## src/rtl/ecq_pkg.sv

```systemverilog
// ecq_pkg: types, constants and function codes for the error coalescing queue
// no dependencies
package ecq_pkg;

	localparam int IN_DEPTH_DEF   = 16;
	localparam int MAIN_DEPTH_DEF = 16;
	localparam int NUM_LEVELS     = 3;
	localparam int BOARD_SHIFT    = 16;
	localparam int COUNT_SHIFT    = 22;
	localparam logic [9:0] COUNT_MAX = 10'd1023;

	localparam logic [1:0] FUNC_RECORD = 2'd0;
	localparam logic [1:0] FUNC_DRAIN  = 2'd1;
	localparam logic [1:0] FUNC_POP    = 2'd2;

	localparam logic [1:0] ST_OK    = 2'd0;
	localparam logic [1:0] ST_FULL  = 2'd1;
	localparam logic [1:0] ST_EMPTY = 2'd2;

	typedef struct packed {
		logic [1:0]  func;
		logic [1:0]  source_level;
		logic [15:0] err_code;
		logic [31:0] time_now;
	} ecq_in_t;

	typedef struct packed {
		logic [1:0]  status;
		logic [31:0] frame_word;
		logic [31:0] frame_time;
	} ecq_out_t;

endpackage

```

## src/rtl/error_coalescing_queue_top.sv

```systemverilog
// error_coalescing_queue_top: three input rings and a coalescing ring held in
// synchronous memories with a registered read, walked by a small sequencer
// depends on ecq_pkg
//
// steps: a record writes its input ring; a pop reads the coalescing ring tail (an empty ring
// goes straight to the done state); a drain moves each code and compares it with each entry, a match ends the search.
// throughput: one word at a time; busy stays high until the result strobe.
// reset: all ring pointers and the board number clear; ring memories are not cleared
// (only written slots are ever used). the receiver cannot stall; result is shown
// for one cycle with done.
module error_coalescing_queue_top #(
	parameter int IN_DEPTH   = ecq_pkg::IN_DEPTH_DEF,
	parameter int MAIN_DEPTH = ecq_pkg::MAIN_DEPTH_DEF
) (
	input  logic             clk,
	input  logic             arst_n,
	input  logic             start,
	output logic             busy,
	input  ecq_pkg::ecq_in_t cmd,
	output logic             done,
	output ecq_pkg::ecq_out_t result,
	input  logic             cfg_we,
	input  logic [5:0]       cfg_wdata
);
	import ecq_pkg::*;

	localparam int IW = $clog2(IN_DEPTH);
	localparam int MW = $clog2(MAIN_DEPTH);
	localparam int LW = $clog2(NUM_LEVELS * IN_DEPTH);

	localparam logic [2:0] S_IDLE  = 3'd0;
	localparam logic [2:0] S_POPRD = 3'd1;  // coalescing ring tail read in flight
	localparam logic [2:0] S_LVL   = 3'd2;  // pick next input level / slot
	localparam logic [2:0] S_INRD  = 3'd3;  // input ring read in flight
	localparam logic [2:0] S_SRCH  = 3'd4;  // issue compare read, or append when the search finds no match
	localparam logic [2:0] S_CMP   = 3'd5;  // compare read data
	localparam logic [2:0] S_DONE  = 3'd6;

	// input rings share one memory, addressed by level and slot
	logic [15:0] in_mem [NUM_LEVELS*IN_DEPTH];
	logic [15:0] in_rd_q;
	logic [15:0] code_mem [MAIN_DEPTH];
	logic [31:0] time_mem [MAIN_DEPTH];
	logic [9:0]  cnt_mem  [MAIN_DEPTH];
	logic [15:0] code_rd_q;
	logic [31:0] time_rd_q;
	logic [9:0]  cnt_rd_q;

	logic [IW-1:0] head_q [NUM_LEVELS];
	logic [IW-1:0] tail_q [NUM_LEVELS];
	logic [MW-1:0] mhead_q, mtail_q, idx_q;
	logic [5:0]    board_q;
	logic [2:0]    state_q;
	logic [1:0]    lvl_q;
	logic [31:0]   now_q;
	logic [15:0]   code_q;
	ecq_out_t      res_q;
	logic          done_q;

	// memory port controls
	logic          in_we, in_re, m_we, m_re, m_cnt_only;
	logic [LW-1:0] in_waddr, in_raddr;
	logic [15:0]   in_wdata;
	logic [MW-1:0] m_waddr, m_raddr;
	logic [9:0]    m_wcnt;

	function automatic logic [IW-1:0] in_nx(input logic [IW-1:0] i);
		return (32'(i) + 1 >= IN_DEPTH) ? '0 : i + 1'b1;
	endfunction
	function automatic logic [MW-1:0] m_nx(input logic [MW-1:0] i);
		return (32'(i) + 1 >= MAIN_DEPTH) ? '0 : i + 1'b1;
	endfunction
	function automatic logic [LW-1:0] in_addr(input logic [1:0] l, input logic [IW-1:0] s);
		return LW'(32'(l) * IN_DEPTH + 32'(s));
	endfunction

	assign busy   = (state_q != S_IDLE);
	assign done   = done_q;
	assign result = res_q;

	always_ff @(posedge clk) begin
		if (in_we) in_mem[in_waddr] <= in_wdata;
		if (in_re) in_rd_q <= in_mem[in_raddr];
		if (m_we) begin
			cnt_mem[m_waddr] <= m_wcnt;
			if (!m_cnt_only) begin
				code_mem[m_waddr] <= code_q;
				time_mem[m_waddr] <= now_q;
			end
		end
		if (m_re) begin
			code_rd_q <= code_mem[m_raddr];
			time_rd_q <= time_mem[m_raddr];
			cnt_rd_q  <= cnt_mem[m_raddr];
		end
	end

	// sequencer: control decisions made combinationally, applied in one block
	always_comb begin
		in_we = 1'b0; in_re = 1'b0; m_we = 1'b0; m_re = 1'b0; m_cnt_only = 1'b0;
		in_waddr = in_addr(cmd.source_level, head_q[cmd.source_level[1] ? 2 : cmd.source_level[0] ? 1 : 0]);
		in_wdata = cmd.err_code;
		in_raddr = in_addr(lvl_q, tail_q[lvl_q[1] ? 2 : lvl_q[0] ? 1 : 0]);
		m_waddr  = mhead_q;
		m_raddr  = idx_q;
		m_wcnt   = 10'd1;
		if (state_q == S_IDLE && start && cmd.func == FUNC_RECORD && cmd.source_level != 2'd3) begin
			if (in_nx(head_q[cmd.source_level[1] ? 2 : cmd.source_level[0] ? 1 : 0]) !=
			    tail_q[cmd.source_level[1] ? 2 : cmd.source_level[0] ? 1 : 0])
				in_we = 1'b1;
		end
		if (state_q == S_IDLE && start && cmd.func == FUNC_POP) begin
			m_re = 1'b1;
			m_raddr = mtail_q;
		end
		if (state_q == S_LVL && lvl_q != 2'd3) in_re = 1'b1;
		if (state_q == S_SRCH && idx_q != mhead_q) m_re = 1'b1;
		if (state_q == S_SRCH && idx_q == mhead_q && m_nx(mhead_q) != mtail_q) m_we = 1'b1;
		if (state_q == S_CMP && code_rd_q == code_q) begin
			m_we = 1'b1; m_cnt_only = 1'b1; m_waddr = idx_q;
			m_wcnt = (cnt_rd_q < COUNT_MAX) ? cnt_rd_q + 10'd1 : cnt_rd_q;
		end
	end

	always_ff @(posedge clk or negedge arst_n) begin
		if (!arst_n) begin
			state_q <= S_IDLE;
			done_q  <= 1'b0;
			mhead_q <= '0;
			mtail_q <= '0;
			board_q <= '0;
			for (int l = 0; l < NUM_LEVELS; l++) begin
				head_q[l] <= '0;
				tail_q[l] <= '0;
			end
		end else begin
			done_q <= 1'b0;
			if (cfg_we) board_q <= cfg_wdata;
			case (state_q)
				S_IDLE: begin
					if (start) begin
						res_q   <= '0;
						now_q   <= cmd.time_now;
						lvl_q   <= '0;
						case (cmd.func)
							FUNC_RECORD: begin
								state_q <= S_DONE;
								if (cmd.source_level != 2'd3) begin
									if (in_we)
										head_q[cmd.source_level[1] ? 2 : cmd.source_level[0] ? 1 : 0]
											<= in_nx(head_q[cmd.source_level[1] ? 2 : cmd.source_level[0] ? 1 : 0]);
									else
										res_q.status <= ST_FULL;
								end
							end
							FUNC_DRAIN: state_q <= S_LVL;
							FUNC_POP: begin
								if (mtail_q == mhead_q) begin
									res_q.status <= ST_EMPTY;
									state_q <= S_DONE;
								end else state_q <= S_POPRD;
							end
							default: state_q <= S_DONE;
						endcase
					end
				end
				S_POPRD: begin
					res_q.frame_word <= {cnt_rd_q, board_q, code_rd_q};
					res_q.frame_time <= time_rd_q;
					mtail_q <= m_nx(mtail_q);
					state_q <= S_DONE;
				end
				S_LVL: begin
					// skip empty levels; read issued for any real level, used only if not empty
					if (lvl_q == 2'd3) state_q <= S_DONE;
					else if (tail_q[lvl_q[1] ? 2 : lvl_q[0] ? 1 : 0] ==
					         head_q[lvl_q[1] ? 2 : lvl_q[0] ? 1 : 0]) begin
						lvl_q <= (lvl_q == 2'd2) ? 2'd3 : lvl_q + 2'd1;
					end else begin
						tail_q[lvl_q[1] ? 2 : lvl_q[0] ? 1 : 0]
							<= in_nx(tail_q[lvl_q[1] ? 2 : lvl_q[0] ? 1 : 0]);
						state_q <= S_INRD;
					end
				end
				S_INRD: begin
					code_q  <= in_rd_q;
					idx_q   <= mtail_q;
					state_q <= S_SRCH;
				end
				S_SRCH: begin
					if (idx_q != mhead_q) state_q <= S_CMP;
					else begin
						if (m_we) mhead_q <= m_nx(mhead_q);
						state_q <= S_LVL;
					end
				end
				S_CMP: begin
					if (code_rd_q == code_q) state_q <= S_LVL;
					else begin
						idx_q   <= m_nx(idx_q);
						state_q <= S_SRCH;
					end
				end
				S_DONE: begin
					done_q  <= 1'b1;
					state_q <= S_IDLE;
				end
				default: state_q <= S_IDLE;
			endcase
		end
	end

endmodule

```

## config.mk

```make
export PLATFORM = sky130hd
export DESIGN_NAME = error_coalescing_queue_top
export DESIGN_NICKNAME = d
export VERILOG_FILES = /design/src/rtl/ecq_pkg.sv /design/src/rtl/error_coalescing_queue_top.sv
export SDC_FILE = /design/constraint.sdc
export NUM_CORES = 2
export LEC_CHECK = 0
export ABC_CLOCK_PERIOD_IN_PS = 6400
export BUFFER_PORTS_ARGS = -buffer_cell sky130_fd_sc_hd__buf_2
export CAP_MARGIN = 20
export CORE_ASPECT_RATIO = 1.75
export CORE_MARGIN = 2
export CORE_UTILIZATION = 60
export DETAILED_ROUTE_END_ITERATION = 10
export MAX_ROUTING_LAYER = met4
export PLACE_DENSITY_LB_ADDON = 0.25
export SETUP_SLACK_MARGIN = 0.05
export SLEW_MARGIN = 20
export SYNTH_ARGS = -nofsm -noshare
export SYNTH_HDL_FRONTEND = slang
export SYNTH_SLANG_ARGS = --single-unit
```

## constraint.sdc

```tcl
create_clock -name clk -period 6.4 [get_ports clk]
set_input_delay 0 -clock clk [delete_from_list [all_inputs] [get_ports clk]]
set_output_delay 0 -clock clk [all_outputs]
set_load 0.02 [all_outputs]
```

==> summary.txt <==
Run status
  • Status: finished clean

Yosys
  • Synthesized area per cell: 17.5 sq um
  • Syn Inst Count: 4,262
  • Synth warn: 0
  • Synth top area cells: edfxtp_1, mux4_2, nand2_1, dfrtp_1, a22oi_1
  • Area leader, netlist: edfxtp_1
  • FFs w/ async S/R, synth: roughly 2.2%
  • Synth Cell Area: 0.0747 sq mm
  • Area share of the largest cell type after synthesis: about 76%
  • Ys flop type: edfxtp_1
  • Number of flops mapped to enable cells by yosys: 1,890
  • Post-synth cell types: 75
  • Flip-flop and latch count after synthesis: 1,932
  • Seq/Total Area, Yosys: 77.3%
  • Synthesized net count: 4,338

Die
  • Die W: 271 um
  • Initial Util: about three fifths
  • Io pins: 130
  • Core area: 0.124 sq mm
  • Die area: approximately 0.13 sq mm
  • Rows: between 150 and 200
  • Die H: 471 um

Critical path
  • Delay-heaviest family, CP: compound AO/OA/AOI/OAI gates
  • Reg-to-Reg End: in_rd_q[9]
  • CP required: just under 7 ns
  • Startpoint type of the worst setup path: register
  • Worst r2r path cells: 11
  • CP max FO: 58
  • Critical-path top delay cell: a2111oi_1
  • Critical Path AT: 5.57 ns
  • Slowest stage delay, CP: 1.06 ns
  • CP bufs+invs: 5
  • Most frequent cell on the critical path: buf_4
  • FF-to-FF Start: lvl_q[1]
  • Crit-path cells: inv_1, ha_1, nor2b_1, buf_4, a21oi_4, buf_4, buf_4, a31oi_1, a2111oi_1, buf_4, a221oi_1
  • Critical Setup Path Class: register to register
  • Critical Path End Type: register
  • Reg2reg setup slack: 1.34 ns

Hold path
  • Hold endpoint: board_q[4]
  • Hold depth: 3
  • Worst hold path type: primary input to register
  • Hold Path Origin: cfg_we

Timing
  • Worst Clk Skew: 0.0285 ns
  • Slew @ Worst Pin: 1.22 ns
  • Tmin final: 5.06 ns
  • Fmax: a little under 200 MHz
  • Hold WS: 0.112 ns
  • Final worst slack: 1.34 ns
  • Setup-failing EPs final: 0
  • RSZ-0062 raised after global routing: no
  • Slew headroom: 18.6%
  • Fin crit share: 79.1%
  • Fin. max-slew vios: 0
  • Final hold viol count: 0
  • Final setup TNS: 0 ns

Detailed routing
  • Routed via count: around 41,000
  • # DRC: 0
  • Final ANT Viol Nets: 0
  • Drt first pass iters: 5
  • Wire length per cell: 28.9 um
  • Initial drt markers: 4,312
  • Vias per Instance: roughly 6.4
  • Routed WL: approximately 180,000 um

Clock network
  • TritonCTS clock tree: done
  • H-tree depth: 4
  • Post-CTS Setup Bufs: 0
  • Worst-path clk slew: 0.07 ns
  • Clock Path Buffers: 3
  • Sink Count: 1,932
  • Hold_buf cts: around 110
  • Insertion delay to the later sink of the worst-skew pair: 0.80 ns
  • Resize count post-CTS: 0
  • Root buffer cell: clkbuf_16
  • CTS Buf Count: 164

Final layout
  • Most common cell after layout, fill and taps aside: edfxtp_1
  • Fill count: 7,806
  • Fraction of layout cells with a size suffix above 1: 17.8%
  • Area growth, synth to finish: 12.7%
  • Commonest cells after routing, fill and taps aside: edfxtp_1, nand2_1, mux4_2
  • Final net count: 4,616

Place
  • Worst slack, placed: approximately 1.5 ns
  • HPWL after detailed placement: 103,000 um
  • # port buffers: 129
  • Routability Congestion: slightly below 0.9

Global routing
  • Initial antenna violation count: 3
  • First-pass GRT wire length: 266,000 um
  • Largest net degree at the start of global routing: 133
  • Total gr overflow: 0
  • Vias in the first global route: 41,100
  • Tot GR Track Use: 29.7%

Power and ir drop
  • Power Density: 354 mW/mm^2
  • Max VDD drop: approximately 270 uV
  • Pleak: 27.0 nW

Flow run
  • Max Cap Viol: 0
==> through the flow <==
| stage | utilization (%) | cell area (sq um) | total power (W) | cells |
|---|---|---|---|---|
| detailed placement | 62.8 | 77800 | 0.0202 | 5908 |
| global route | 68.0 | 84200 | 0.0307 | 6314 |
| global placement | 62.8 | 77800 | 0.0201 | 5905 |
| finish | 68.0 | 84200 | 0.0298 | 6315 |
| floorplan | - | 74700 | 0.0183 | 4262 |
| CTS | 67.9 | 84100 | 0.0299 | 6309 |
==> synthesized netlist by cell type, types with 6 or more instances <==
| library cell | instances |
|---|---|
| o21ai_0 | 33 |
| edfxtp_1 | 1890 |
| a22oi_1 | 120 |
| xnor2_1 | 17 |
| mux4_2 | 232 |
| nand3_1 | 12 |
| a31oi_1 | 23 |
| a32oi_1 | 67 |
| nor2_1 | 126 |
| and3_1 | 70 |
| a221oi_1 | 49 |
| buf_4 | 7 |
| xor2_1 | 24 |
| dfrtp_1 | 42 |
| mux2i_1 | 52 |
| ha_1 | 14 |
| o22ai_1 | 19 |
| inv_1 | 11 |
| nor3_1 | 12 |
| mux2_1 | 9 |
| nor3b_1 | 8 |
| a32o_1 | 15 |
| nand2_1 | 697 |
| a2111oi_0 | 16 |
| a22o_1 | 16 |
| a311oi_1 | 49 |
| or3_1 | 6 |
| nand2b_1 | 7 |
| mux2_2 | 24 |
| buf_1 | 24 |
| o21ai_1 | 23 |
| and2_1 | 70 |
| nand3b_1 | 7 |
| buf_2 | 105 |
| clkbuf_1 | 123 |
| nor4_1 | 22 |
| a21oi_1 | 159 |
==> power breakdown <==
group          switching, W  internal (W)
Clock               0.00442       0.00536
Sequential         0.000396        0.0144
Combinational       0.00345       0.00179
==> cells by family (layout without fill, tap and decap cells) <==
| group | count (synthesis) | count (layout) | share of synthesized area (%) |
|---|---|---|---|
| other | 0 | 3 | 0 |
| buffers and inverters | 275 | 682 | 1.61 |
| adder cells (fa/ha/maj) | 14 | 14 | 0.234 |
| XOR/XNOR | 42 | 42 | 0.517 |
| multiplexers | 318 | 318 | 8.22 |
| flip-flops | 1932 | 1932 | 77.3 |
| AO/OA/AOI/OAI | 622 | 622 | 5.92 |
| AND/OR/NAND/NOR | 1059 | 1059 | 6.15 |
==> layer usage <==
metal / wire, um / global-route usage [%] / part of all wire (%)
met5: 0 / - / 0
met4: 12400 / 17.5 / 6.8
met3: 11600 / 3.74 / 6.4
met2: 96100 / 50.6 / 53
met1: 62500 / 33.7 / 34
==> cell type report <==
| cell class | count | area (sq um) | area share [%] |
|---|---|---|---|
| clock inverter | 90 | 802 | 0.953 |
| tap | 1643 | 2060 | 2.44 |
| sequential | 1932 | 57800 | 68.7 |
| clock buffer | 205 | 4420 | 5.24 |
| antenna | 3 | 7.51 | 0.00892 |
| timing repair buffer | 373 | 2930 | 3.48 |
| multi-input combinational | 2055 | 16100 | 19.1 |
| inverter | 14 | 65.1 | 0.0773 |
==> registers in the layout, indices dropped and copies added, names as in the netlist, 16 cells and up <==
signal / flops
in_mem: 768
code_mem: 256
cnt_mem: 160
code_q: 16
time_mem: 512
result: 66
in_rd_q: 16
time_rd_q: 32
code_rd_q: 16
now_q: 32
==> how the worst max path moves through the flow <==
stage,from,end,slack (ns),depth (start not counted)
global route,lvl_q[1],in_rd_q[15],1.26,12
finish,lvl_q[1],in_rd_q[9],1.34,11
detailed placement,lvl_q[1],in_rd_q[9],1.49,11
floorplan,code_q[14],code_mem[0][0],0.61,8
global placement,lvl_q[1],in_rd_q[9],1.22,11
CTS,lvl_q[1],in_rd_q[9],1.48,11
==> tightest hold or removal path: stages <==
cell and delay [ns]:
buf_2 0.17, mux2_2 0.17, dlygate4sd3_1 0.53
No activity file was read; power rests on OpenSTA's default activity.
